**config.mk**
```make
export PLATFORM = sky130hd
export DESIGN_NAME = pid_controller_antiwindup
export DESIGN_NICKNAME = d
export VERILOG_FILES = /design/src/rtl/core/pidaw_pkg.sv /design/src/rtl/core/pid_controller_antiwindup.sv /design/src/rtl/core/pidaw_regs.sv /design/src/rtl/core/pidaw_ctrl.sv /design/src/rtl/core/pidaw_datapath.sv
export SDC_FILE = /design/constraint.sdc
export NUM_CORES = 2
export LEC_CHECK = 0
export BUFFER_PORTS_ARGS = -buffer_cell sky130_fd_sc_hd__buf_4
export CORE_MARGIN = 5
export CORE_UTILIZATION = 65
export DETAILED_ROUTE_END_ITERATION = 10
export HOLD_SLACK_MARGIN = 0.1
export PLACE_DENSITY = 0.79
export SLEW_MARGIN = 30
export SYNTH_ARGS = -nofsm -noshare
export SYNTH_HDL_FRONTEND = slang
export SYNTH_SLANG_ARGS = --single-unit
```
**constraint.sdc**
```tcl
create_clock -name clk -period 14.02 [get_ports clk]
set_input_delay 1.402 -clock clk [delete_from_list [all_inputs] [get_ports clk]]
set_output_delay 1.402 -clock clk [all_outputs]
set_load 0.02 [all_outputs]
```
**src/rtl/core/pidaw_pkg.sv**
```systemverilog
`timescale 1ns / 1ps
`default_nettype none
// ----------------------------------------------------------------------------
// pidaw_pkg: shared types and constants of the PID controller
// Widths of the data path, beat payloads, register indexes, multiplier
// operand selects and the command group from controller to data path.
// ----------------------------------------------------------------------------
package pidaw_pkg;

	localparam int DATA_WIDTH     = 16;
	localparam int GAIN_FRAC_BITS = 16;
	localparam int GAIN_WIDTH     = 24;
	localparam int ACC_WIDTH      = 32;

	localparam int ERR_WIDTH  = DATA_WIDTH + 1;
	localparam int DIFF_WIDTH = DATA_WIDTH + 2;
	localparam int MULB_WIDTH = (ACC_WIDTH > DIFF_WIDTH) ? ACC_WIDTH : DIFF_WIDTH;
	localparam int PROD_WIDTH = GAIN_WIDTH + MULB_WIDTH;
	localparam int SUM_WIDTH  = PROD_WIDTH + 2;
	localparam int Y_WIDTH    = SUM_WIDTH - GAIN_FRAC_BITS;
	localparam int ASUM_WIDTH = ((ACC_WIDTH > ERR_WIDTH) ? ACC_WIDTH : ERR_WIDTH) + 1;

	localparam int CFG_IDX_WIDTH  = 3;
	localparam int CFG_DATA_WIDTH = (GAIN_WIDTH > DATA_WIDTH) ? GAIN_WIDTH : DATA_WIDTH;

	localparam logic [CFG_IDX_WIDTH-1:0] REG_KP = CFG_IDX_WIDTH'(0);
	localparam logic [CFG_IDX_WIDTH-1:0] REG_KI = CFG_IDX_WIDTH'(1);
	localparam logic [CFG_IDX_WIDTH-1:0] REG_KD = CFG_IDX_WIDTH'(2);
	localparam logic [CFG_IDX_WIDTH-1:0] REG_LO = CFG_IDX_WIDTH'(3);
	localparam logic [CFG_IDX_WIDTH-1:0] REG_HI = CFG_IDX_WIDTH'(4);

	localparam logic [1:0] STATUS_WITHIN = 2'd0;
	localparam logic [1:0] STATUS_HIGH   = 2'd1;
	localparam logic [1:0] STATUS_LOW    = 2'd2;

	typedef struct packed {
		logic signed [DATA_WIDTH-1:0] target_value;
		logic signed [DATA_WIDTH-1:0] measured_value;
	} sample_t;

	typedef struct packed {
		logic signed [DATA_WIDTH-1:0] drive_value;
		logic [1:0]                   clamp_status;
	} drive_t;

	typedef struct packed {
		logic signed [GAIN_WIDTH-1:0] kp;
		logic signed [GAIN_WIDTH-1:0] ki;
		logic signed [GAIN_WIDTH-1:0] kd;
		logic signed [DATA_WIDTH-1:0] lo;
		logic signed [DATA_WIDTH-1:0] hi;
	} cfg_t;

	typedef enum logic [1:0] {
		MUL_P,
		MUL_D,
		MUL_I
	} mul_sel_t;

	typedef struct packed {
		logic     load;
		logic     mul_en;
		mul_sel_t mul_sel;
		logic     pd_load;
		logic     pd_add;
		logic     trial_en;
		logic     acc_en;
		logic     out_load;
	} cmd_t;

endpackage
`default_nettype wire

```
**src/rtl/core/pid_controller_antiwindup.sv**
```systemverilog
`timescale 1ns / 1ps
`default_nettype none
// ----------------------------------------------------------------------------
// pid_controller_antiwindup: discrete PID controller with clamping anti-windup
// Takes a target and a measured value per beat and returns one clamped drive
// value with its clamp status.
// ----------------------------------------------------------------------------
// Each sample beat yields exactly one drive beat. A sample is taken when the
// input side is idle; its result is loaded into the output register after the
// P, D, I, trial, accumulate, second I and final states, and the next sample
// is taken only after that load. This schedule is set by the single shared 24
// by 32 bit gain multiplier, which forms the P and D products, the integral
// term with the old accumulator for the anti-windup test, and the integral
// term again with the updated sum. A result waiting in the output register
// does not stop the next sample from being taken; only the final load waits
// for the output register to free up. The error accumulator saturates at the
// 32-bit signed range. When the trial output sits at or beyond a limit and
// the error pushes further out, the accumulator is left unchanged. Gains are
// signed Q8.16, where the integral gain already includes the sample period
// and the derivative gain is already divided by it. Sums are floored to
// integers. A drive value equal to a limit reports "within limits"; if the
// lower limit exceeds the upper one, the lower test is applied first. The user
// is to write configuration only while the block is idle; the block does not
// enforce this. Writes to indexes beyond the last register are ignored.
// ----------------------------------------------------------------------------
module pid_controller_antiwindup (
	input  wire logic                                clk,
	input  wire logic                                arst_n,
	input  wire logic                                sample_valid,
	output logic                                     sample_stall,
	input  wire pidaw_pkg::sample_t                  sample,
	output logic                                     drive_valid,
	input  wire logic                                drive_stall,
	output pidaw_pkg::drive_t                        drive,
	input  wire logic                                cfg_we,
	input  wire logic [pidaw_pkg::CFG_IDX_WIDTH-1:0]  cfg_index,
	input  wire logic [pidaw_pkg::CFG_DATA_WIDTH-1:0] cfg_data
);

	pidaw_pkg::cfg_t cfg;
	pidaw_pkg::cmd_t cmd;

	// Gain and limit registers.
	pidaw_regs u_regs (
		.clk       (clk),
		.arst_n    (arst_n),
		.cfg_we    (cfg_we),
		.cfg_index (cfg_index),
		.cfg_data  (cfg_data),
		.cfg       (cfg)
	);

	// The sequencer walks one sample through the multiplier schedule and
	// tracks whether the output register holds an undelivered beat.
	pidaw_ctrl u_ctrl (
		.clk          (clk),
		.arst_n       (arst_n),
		.sample_valid (sample_valid),
		.sample_stall (sample_stall),
		.drive_valid  (drive_valid),
		.drive_stall  (drive_stall),
		.cmd          (cmd)
	);

	// Error, derivative difference, shared multiplier, accumulator, clamp.
	pidaw_datapath u_datapath (
		.clk    (clk),
		.arst_n (arst_n),
		.cmd    (cmd),
		.cfg    (cfg),
		.sample (sample),
		.drive  (drive)
	);

endmodule
`default_nettype wire

```
**src/rtl/core/pidaw_regs.sv**
```systemverilog
`timescale 1ns / 1ps
`default_nettype none
// ----------------------------------------------------------------------------
// pidaw_regs: configuration registers
// Gains and output limits, written through a plain write port.
// ----------------------------------------------------------------------------
module pidaw_regs (
	input  wire logic                                clk,
	input  wire logic                                arst_n,
	input  wire logic                                cfg_we,
	input  wire logic [pidaw_pkg::CFG_IDX_WIDTH-1:0]  cfg_index,
	input  wire logic [pidaw_pkg::CFG_DATA_WIDTH-1:0] cfg_data,
	output pidaw_pkg::cfg_t                          cfg
);

	pidaw_pkg::cfg_t cfg_q;

	always_ff @(posedge clk or negedge arst_n) begin
		if (!arst_n) begin
			cfg_q.kp <= '0;
			cfg_q.ki <= '0;
			cfg_q.kd <= '0;
			cfg_q.lo <= '0;
			cfg_q.hi <= {1'b0, {(pidaw_pkg::DATA_WIDTH-1){1'b1}}};
		end else if (cfg_we) begin
			// Indexes beyond the last register are ignored.
			unique case (cfg_index)
				pidaw_pkg::REG_KP: cfg_q.kp <= cfg_data[pidaw_pkg::GAIN_WIDTH-1:0];
				pidaw_pkg::REG_KI: cfg_q.ki <= cfg_data[pidaw_pkg::GAIN_WIDTH-1:0];
				pidaw_pkg::REG_KD: cfg_q.kd <= cfg_data[pidaw_pkg::GAIN_WIDTH-1:0];
				pidaw_pkg::REG_LO: cfg_q.lo <= cfg_data[pidaw_pkg::DATA_WIDTH-1:0];
				pidaw_pkg::REG_HI: cfg_q.hi <= cfg_data[pidaw_pkg::DATA_WIDTH-1:0];
				default: begin
				end
			endcase
		end
	end

	assign cfg = cfg_q;

endmodule
`default_nettype wire

```
**src/rtl/core/pidaw_ctrl.sv**
```systemverilog
`timescale 1ns / 1ps
`default_nettype none
// ----------------------------------------------------------------------------
// pidaw_ctrl: sequencer of the PID data path
// Steps one sample through the shared multiplier and owns the output valid.
// ----------------------------------------------------------------------------
module pidaw_ctrl (
	input  wire logic     clk,
	input  wire logic     arst_n,
	input  wire logic     sample_valid,
	output logic          sample_stall,
	output logic          drive_valid,
	input  wire logic     drive_stall,
	output pidaw_pkg::cmd_t cmd
);

	typedef enum logic [2:0] {
		ST_IDLE,
		ST_MUL_P,
		ST_MUL_D,
		ST_MUL_I,
		ST_TRIAL,
		ST_ACC,
		ST_MUL_I2,
		ST_FINAL
	} state_t;

	state_t state_q;
	logic   out_valid_q;
	logic   out_free;

	assign out_free = !out_valid_q || !drive_stall;

	always_comb begin
		cmd          = '0;
		cmd.mul_sel  = pidaw_pkg::MUL_P;
		sample_stall = (state_q != ST_IDLE);
		unique case (state_q)
			ST_IDLE: begin
				cmd.load = sample_valid;
			end
			ST_MUL_P: begin
				cmd.mul_en  = 1'b1;
				cmd.mul_sel = pidaw_pkg::MUL_P;
			end
			ST_MUL_D: begin
				cmd.mul_en  = 1'b1;
				cmd.mul_sel = pidaw_pkg::MUL_D;
				cmd.pd_load = 1'b1;
			end
			ST_MUL_I: begin
				cmd.mul_en  = 1'b1;
				cmd.mul_sel = pidaw_pkg::MUL_I;
				cmd.pd_add  = 1'b1;
			end
			ST_TRIAL: begin
				cmd.trial_en = 1'b1;
			end
			ST_ACC: begin
				cmd.acc_en = 1'b1;
			end
			ST_MUL_I2: begin
				cmd.mul_en  = 1'b1;
				cmd.mul_sel = pidaw_pkg::MUL_I;
			end
			ST_FINAL: begin
				cmd.out_load = out_free;
			end
		endcase
	end

	always_ff @(posedge clk or negedge arst_n) begin
		if (!arst_n) begin
			state_q     <= ST_IDLE;
			out_valid_q <= 1'b0;
		end else begin
			if (cmd.out_load) begin
				out_valid_q <= 1'b1;
			end else if (!drive_stall) begin
				out_valid_q <= 1'b0;
			end
			unique case (state_q)
				ST_IDLE:   if (sample_valid) state_q <= ST_MUL_P;
				ST_MUL_P:  state_q <= ST_MUL_D;
				ST_MUL_D:  state_q <= ST_MUL_I;
				ST_MUL_I:  state_q <= ST_TRIAL;
				ST_TRIAL:  state_q <= ST_ACC;
				ST_ACC:    state_q <= ST_MUL_I2;
				ST_MUL_I2: state_q <= ST_FINAL;
				ST_FINAL:  if (out_free) state_q <= ST_IDLE;
			endcase
		end
	end

	assign drive_valid = out_valid_q;

endmodule
`default_nettype wire

```
**src/rtl/core/pidaw_datapath.sv**
```systemverilog
`timescale 1ns / 1ps
`default_nettype none
// ----------------------------------------------------------------------------
// pidaw_datapath: error, shared multiplier, accumulator and clamp
// One registered gain multiplier serves the P, D and both I products.
// ----------------------------------------------------------------------------
module pidaw_datapath (
	input  wire logic               clk,
	input  wire logic               arst_n,
	input  wire pidaw_pkg::cmd_t    cmd,
	input  wire pidaw_pkg::cfg_t    cfg,
	input  wire pidaw_pkg::sample_t sample,
	output pidaw_pkg::drive_t       drive
);

	localparam int EW = pidaw_pkg::ERR_WIDTH;
	localparam int DW = pidaw_pkg::DIFF_WIDTH;
	localparam int BW = pidaw_pkg::MULB_WIDTH;
	localparam int PW = pidaw_pkg::PROD_WIDTH;
	localparam int SW = pidaw_pkg::SUM_WIDTH;
	localparam int YW = pidaw_pkg::Y_WIDTH;
	localparam int AW = pidaw_pkg::ACC_WIDTH;
	localparam int XW = pidaw_pkg::ASUM_WIDTH;

	localparam logic signed [XW-1:0] ACC_MAX = XW'({1'b0, {(AW-1){1'b1}}});
	localparam logic signed [XW-1:0] ACC_MIN = -ACC_MAX - XW'(1);

	logic signed [EW-1:0] err_q, prev_err_q, err_new;
	logic signed [DW-1:0] diff_q;
	logic signed [AW-1:0] acc_q;
	logic signed [PW-1:0] prod_q, pd_q;
	logic                 hold_q;
	pidaw_pkg::drive_t    drive_q;

	logic signed [pidaw_pkg::GAIN_WIDTH-1:0] mul_a;
	logic signed [BW-1:0] mul_b;
	logic signed [PW-1:0] mul_p;
	logic signed [SW-1:0] sum;
	logic signed [YW-1:0] y, lo_ext, hi_ext;
	logic signed [XW-1:0] acc_sum;
	logic                 err_pos, err_neg;

	assign err_new = EW'(sample.target_value) - EW'(sample.measured_value);

	always_comb begin
		unique case (cmd.mul_sel)
			pidaw_pkg::MUL_P: begin
				mul_a = cfg.kp;
				mul_b = BW'(err_q);
			end
			pidaw_pkg::MUL_D: begin
				mul_a = cfg.kd;
				mul_b = BW'(diff_q);
			end
			pidaw_pkg::MUL_I: begin
				mul_a = cfg.ki;
				mul_b = BW'(acc_q);
			end
			default: begin
				mul_a = '0;
				mul_b = '0;
			end
		endcase
	end

	// Full-width signed product of the selected gain and operand.
	assign mul_p = mul_a * mul_b;

	// Exact sum of the three terms, floored to an integer by the shift.
	assign sum    = SW'(pd_q) + SW'(prod_q);
	assign y      = YW'(sum >>> pidaw_pkg::GAIN_FRAC_BITS);
	assign lo_ext = YW'(cfg.lo);
	assign hi_ext = YW'(cfg.hi);

	assign err_pos = (err_q > EW'(0));
	assign err_neg = err_q[EW-1];
	assign acc_sum = XW'(acc_q) + XW'(err_q);

	always_ff @(posedge clk or negedge arst_n) begin
		if (!arst_n) begin
			prev_err_q <= '0;
			acc_q      <= '0;
		end else begin
			if (cmd.load) begin
				prev_err_q <= err_new;
			end
			if (cmd.acc_en && !hold_q) begin
				if (acc_sum > ACC_MAX) begin
					acc_q <= AW'(ACC_MAX);
				end else if (acc_sum < ACC_MIN) begin
					acc_q <= AW'(ACC_MIN);
				end else begin
					acc_q <= AW'(acc_sum);
				end
			end
		end
	end

	always_ff @(posedge clk) begin
		if (cmd.load) begin
			err_q  <= err_new;
			diff_q <= DW'(err_new) - DW'(prev_err_q);
		end
		if (cmd.mul_en) begin
			prod_q <= mul_p;
		end
		if (cmd.pd_load) begin
			pd_q <= prod_q;
		end else if (cmd.pd_add) begin
			pd_q <= pd_q + prod_q;
		end
		if (cmd.trial_en) begin
			hold_q <= ((y >= hi_ext) && err_pos) || ((y <= lo_ext) && err_neg);
		end
		if (cmd.out_load) begin
			// The lower limit wins when the limits cross.
			if (y < lo_ext) begin
				drive_q.drive_value  <= cfg.lo;
				drive_q.clamp_status <= pidaw_pkg::STATUS_LOW;
			end else if (y > hi_ext) begin
				drive_q.drive_value  <= cfg.hi;
				drive_q.clamp_status <= pidaw_pkg::STATUS_HIGH;
			end else begin
				drive_q.drive_value  <= pidaw_pkg::DATA_WIDTH'(y);
				drive_q.clamp_status <= pidaw_pkg::STATUS_WITHIN;
			end
		end
	end

	assign drive = drive_q;

endmodule
`default_nettype wire

```
### Yosys cells after proc, flatten, opt, wreduce, memory -nomap -nowiden

Index checks and enable logic that the tools add are counted.
Widths: inputs -> output; s select.

| storage, ports and cells | value |
|---|---|
| flip-flop bits (word level) | 323 |
| bits of input ports | 64 |
| output and inout port bits | 20 |
| word-level logic and storage cells | 85 |

| operators by class | value |
|---|---|
| add/subtract/negate cells | 5 |
| multipliers | 1 |
| order comparisons | 7 |
| eq/ne operators | 16 |
| multiplexer cells | 20 |
| reductions and logical operators | 20 |

Operators by type and width:

| cell | number |
|---|---|
| $mux 56 | 2 |
| $pmux 32 s3 | 1 |
| $pmux 24 s3 | 1 |
| $mux 32 | 2 |
| $add 56x56->57 | 1 |
| $add 56x56->56 | 1 |
| $mul 24x32->56 | 1 |
| $ge 41x16->1 | 1 |
| $gt 41x16->1 | 1 |
| $le 41x16->1 | 1 |
| $lt 41x16->1 | 1 |
| $mux 18 | 2 |
| $add 32x17->33 | 1 |
| $gt 33x32->1 const B | 1 |
| $lt 33x32->1 const B | 1 |
| $pmux 3 s8 | 1 |
| $sub 17x17->18 | 1 |
| $gt 17x1->1 const B | 1 |
| $sub 16x16->17 | 1 |
| $eq 3x3->1 const B | 5 |
| $eq 3x2->1 const B | 4 |
| $reduce_and 2->1 | 6 |
| $pmux 3 s3 | 1 |
| $mux 1 | 8 |
| other kinds (14) | 23 |

### Longest topological paths before layout

| depth | value |
|---|---|
| depth after elaboration | 6 |
| mapped depth | 36 |
| mapped depth without buffers | 32 |

### By module

Synthesis repeated with hierarchy kept, for this count alone.

| second synthesis, totals | value |
|---|---|
| cells, all modules | 5193 |
| area total of the unflattened synthesis | 48287.6 um^2 |

By module, submodules not included:

| module | times used | cells an instance | area each (um^2) |
|---|---|---|---|
| pidaw_datapath | 1 | 4935 | 44008.5 |
| pidaw_regs | 1 | 224 | 4002.6 |
| pidaw_ctrl | 1 | 34 | 276.5 |

### Worst setup path after synthesis

No wires, ideal clock.

| timing path | value |
|---|---|
| path kind | register to register |
| from | register u_ctrl.state_q[1] |
| to | register u_datapath.prod_q[55], data pin |
| setup time | 260 ps |
| arrival | 8629 ps |
| setup slack | 5132 ps |
| cell stages (with the launch flop) | 32 |
| buffers on the path | 3 |
| clock period less this slack | 8888 ps |
| path through | dfrtp_1 -> ha_1 -> clkbuf_1 -> nor2b_1 -> clkbuf_1 -> nor2_1 -> a22o_1 -> clkbuf_1 -> a21oi_1 -> or2_2 -> inv_1 -> fa_1 -> fa_1 -> inv_1 -> fa_1 -> inv_1 -> fa_1 -> fa_1 -> fa_1 -> inv_1 -> fa_1 -> inv_1 -> ha_1 -> and4_1 -> a221oi_1 -> o21ai_1 -> a2111oi_1 -> a21oi_1 -> o22a_1 -> a221o_1 -> a21oi_1 -> xnor2_1 |

| on the way | value |
|---|---|
| word-level cells in the longest chain between the ends | 6 |

Ends and longest elaborated chain:

| item | RTL line | source |
|---|---|---|
| from (decl) | pidaw_ctrl.sv:28 | `state_t state_q;` |
| from (signal assigned) | pidaw_ctrl.sv:74 | `state_q <= ST_IDLE;` |
| from (signal assigned) | pidaw_ctrl.sv:83 | `ST_IDLE: if (sample_valid) state_q <= ST_MUL_P;` |
| from (signal assigned) | pidaw_ctrl.sv:84 | `ST_MUL_P: state_q <= ST_MUL_D;` |
| $eq 3x2->1 / $eq 3x3->1 (equally long branches) | pidaw_ctrl.sv:38 | `unique case (state_q)` |
| $reduce_or 2->1 (no source line) | -- |  |
| $pmux 3 s3 * | pidaw_ctrl.sv:38 |  |
| $eq 2x2->1 (tied with other cells) | pidaw_datapath.sv:46 | `unique case (cmd.mul_sel)` |
| $pmux 24 s3 / $pmux 32 s3 (equally long branches) | pidaw_datapath.sv:46 |  |
| $mul 24x32->56 * | pidaw_datapath.sv:67 | `assign mul_p = mul_a * mul_b;` |
| named net u_datapath.mul_p[55] | pidaw_datapath.sv:37 | `logic signed [PW-1:0] mul_p;` |
| to (signal assigned) | pidaw_datapath.sv:105 | `prod_q <= mul_p;` |
| to (decl) | pidaw_datapath.sv:31 | `logic signed [PW-1:0] prod_q, pd_q;` |

Mark *: on every way through the listed nets, which the timed path passes. The rest lies on a longest branch.
A chain may end at the register's enable or synchronous reset.

### Worst setup path in the final report

| timing path | value |
|---|---|
| from | register u_ctrl.state_q[0] |
| to | register u_datapath.prod_q[55], data pin |

Same word-level chain as after synthesis.

==> run summary <==
Setup repair after global routing left no endpoint under its margin. The number of buffers on the longest clock path came out at 3. The worst setup path is launched from a register. The clock sink count came out at 323. The area growth from synthesis to layout was 6.42%. Core footprint: 0.0731 sq mm. The run gives 0 as the final hold violation count.

For the worst-skew pair, the clock arrives at the later sink with an insertion delay of 0.59 ns. The leading cell type in the layout, fill and taps excluded is sky130_fd_sc_hd__inv_1. Summed over all nets, the half-perimeter wirelength after detailed placement is 104000 um.

The number of instances resized during post-cts repair was 0. After the last flow step, the layout net total stands at 6320. In the global route stage, overall resource usage came out at 34.8%. The tools report the total standard cell area after synthesis as 0.0480 sq mm. The endpoint class of the critical path is a register. Pin placement for this block handled 84 I/O pins. Type of the setup path with the least slack: register to register. In this run, distinct cell masters in the synthesized netlist total 88.

Dividing the detail-routed via count by the number of cells gives 6.15. The via count of the first global-routing pass is 39200. The final layout contains routed wiring with a total length of 135000 um. After detailed routing, the average wire length per cell comes to 22.2 um.

The kind of cell with the highest combined delay along the critical path is adder cells. The wire length of the first global-routing pass is 215000 um, and the setup-violating endpoint count in the final report is 0. Post-CTS timing repair inserted 0 buffers for setup.

STA puts the critical path data required time at 14.35 ns. The number of buffers and inverters on the critical path was 7; the die footprint was 0.0793 sq mm. Dividing the final minimum period by the clock period gives 73.0%.

The tool flagged a number of max-cap violations equal to 0. Measured along the y axis, the die boundary spans 282 um. The number of CTS-inserted buffers came out at 35. The final estimated routing congestion in global placement came out at 1.01. Leaving out fill and tap cells, the most frequent cells in the layout are 883 x sky130_fd_sc_hd__inv_1, 787 x sky130_fd_sc_hd__fa_1, 603 x sky130_fd_sc_hd__nand2_1. Number of antenna violations at the first check in global routing: 5. The total negative setup slack was 0 ns; the count of synthesis-stage warnings from yosys was 0. Clock-pin slew was measured on the worst setup and hold paths at 0.06 ns. The count of mapped cells out of synthesis was 5136; the clock skew was 0.0521 ns.

Counting flops and latches in the post-synthesis netlist gives 323. For the highest achievable clock rate, the log shows 97.7 MHz. The maximum single-stage delay on the critical path came out at 0.70 ns. The path class of the tightest hold or removal check is register to register. The cell row count was 99; the number of nets produced by synthesis was 6344. The total count of max-transition violations in the final report came out at 0. The remaining global-route overflow is 0, and the async set-or-reset flop fraction in the synthesized netlist is 48.6%.

The worst relative slew slack was 28.4%. The deepest level of the CTS H-tree was 2. In the final layout, the share of cells above drive strength 1 is 9.22%. The count of nets left with antenna violations after detail routing was 0; the number of buffers inserted for hold repair after clock tree synthesis was 0. Input and output buffers added on the ports amount to 83. Subtracting the final worst setup slack from the clock period gives 10.23 ns. Among all stages on the critical path, the largest delay is contributed by sky130_fd_sc_hd__fa_1.

The root buffer cell chosen for the clock tree is sky130_fd_sc_hd__clkbuf_16. Along the worst path, the maximum fanout reaches 60. The pre-antenna-repair detailed-routing pass consisted of 6 iterations. The run gives 37500 as the total via count after detailed routing. Total DRC errors in the routed layout: 0. TritonCTS built the clock tree. Mean post-synth cell area: 9.34 sq um. The cell that appears most often on the critical path is sky130_fd_sc_hd__fa_1. The number of synthesized flops with an enable pin is 166, and the largest net degree at the start of global routing is 91. The flow ran to the end, and the final reports show no timing, DRC or antenna violations.

The slew at the pin with the worst max-slew slack came out at 1.07 ns. Among all flip-flop cells after synthesis, the most frequent one is sky130_fd_sc_hd__edfxtp_1. Detailed router's first-iteration violation count: 3527. The die is 282 um wide.

For this configuration, the core starts out at a cell density of 65.6%. The tools report the sequential-to-total area share from yosys stat as 18.6%. The signal arrival time at the worst endpoint came out at 10.56 ns.
==> layer usage <==
layer  global-route usage (%)  up-vias  part of all wire [%]
li1                         -    16500                     -
met1                     43.5    18600                    36
met2                     55.5     1895                    46
met3                     10.6      487                    11
met4                     17.6        4                   6.5
met5                        0        -                 0.023
==> layout make-up <==
type / count / area, sq um
repair buffers: 171 / 1320
clock buffers: 44 / 920
flip-flops and latches: 323 / 8940
multi-input cells: 3695 / 35100
fillers: 5524 / 22000
clock inverters: 20 / 278
diodes: 1 / 2.50
inverters: 886 / 3330
well taps: 959 / 1200
==> logic make-up (layout without fill, tap and decap cells) <==
logic type                 Yosys count  after routing  share of synthesized area (%)
buffers and inverters             1118           1121                           8.77
other                                0              1                              0
xor gates and xnor gates           162            162                           2.96
AOI/OAI and AO/OA                  885            885                           12.0
adders and majority gates         1144           1144                           42.2
DFF                                323            323                           18.6
muxes                              163            163                           3.79
and+or+nand+nor                   1341           1341                           11.7
==> synthesized netlist by cell type, drive strengths merged (142+ instances only) <==
master / n / area [sq um]
nor2: 479 / 1800
clkbuf: 215 / 807
o21ai: 205 / 1030
dfrtp: 142 / 3550
ha: 357 / 4470
inv: 885 / 3320
a21oi: 227 / 1140
nand2: 604 / 2270
edfxtp: 166 / 4980
fa: 787 / 15800
mux2: 149 / 1680
a21o: 146 / 1100
==> worst paths after layout <==
kind,start,end,slack (ns),cells past startpoint
min in group asynchronous,arst_n,u_datapath.prev_err_q[0]$_DFFE_PN0P_,0.94,1
max in group asynchronous,arst_n,u_regs.cfg[19]$_DFFE_PN0P_,11.93,2
min reg2reg,u_datapath.prev_err_q[0]$_DFFE_PN0P_,u_datapath.prev_err_q[0]$_DFFE_PN0P_,0.49,2
max,u_ctrl.state_q[0]$_DFFE_PN0P_,u_datapath.prod_q[55]$_DFFE_PP_,3.79,31
max reg2reg,u_ctrl.state_q[0]$_DFFE_PN0P_,u_datapath.prod_q[55]$_DFFE_PP_,3.79,31
min,u_datapath.prev_err_q[0]$_DFFE_PN0P_,u_datapath.prev_err_q[0]$_DFFE_PN0P_,0.49,2
==> worst register-to-register path: cells and delay by family, from the launching register on <==
kind	cells	cell delay, ns
AOI/OAI and AO/OA	12	2.61
adders and majority gates	9	4.32
xor gates and xnor gates	1	0.08
DFF	1	0.40
buffers and inverters	7	1.91
and+or+nand+nor	2	0.70
==> flip-flops by register name, summed over array words and instances (netlist names) <==
name                   count
u_ctrl.drive_valid         1
u_ctrl.state_q             3
u_datapath.acc_q          32
u_datapath.diff_q         18
u_datapath.drive          18
u_datapath.err_q          17
u_datapath.hold_q          1
u_datapath.pd_q           56
u_datapath.prev_err_q     17
u_datapath.prod_q         56
u_regs.cfg               104
==> metrics by stage <==
stage / util, % / hold slack [ns] / cells / setup slack, ns / cell area [sq um]
after detailed placement: 68.2 / 0.479 / 6032 / 3.42 / 49800
after global placement: 68.1 / 0.469 / 6032 / 3.86 / 49800
after floorplan: - / 0.454 / 5136 / 5.13 / 48000
after global routing: 69.9 / 0.528 / 6098 / 3.33 / 51100
after CTS: 69.8 / 0.493 / 6096 / 3.46 / 51000
final: 69.9 / 0.490 / 6099 / 3.79 / 51100
Power is left out: the tool's default activity adds up to more than one toggle a clock period on the data nets, which glitch-free logic cannot reach.
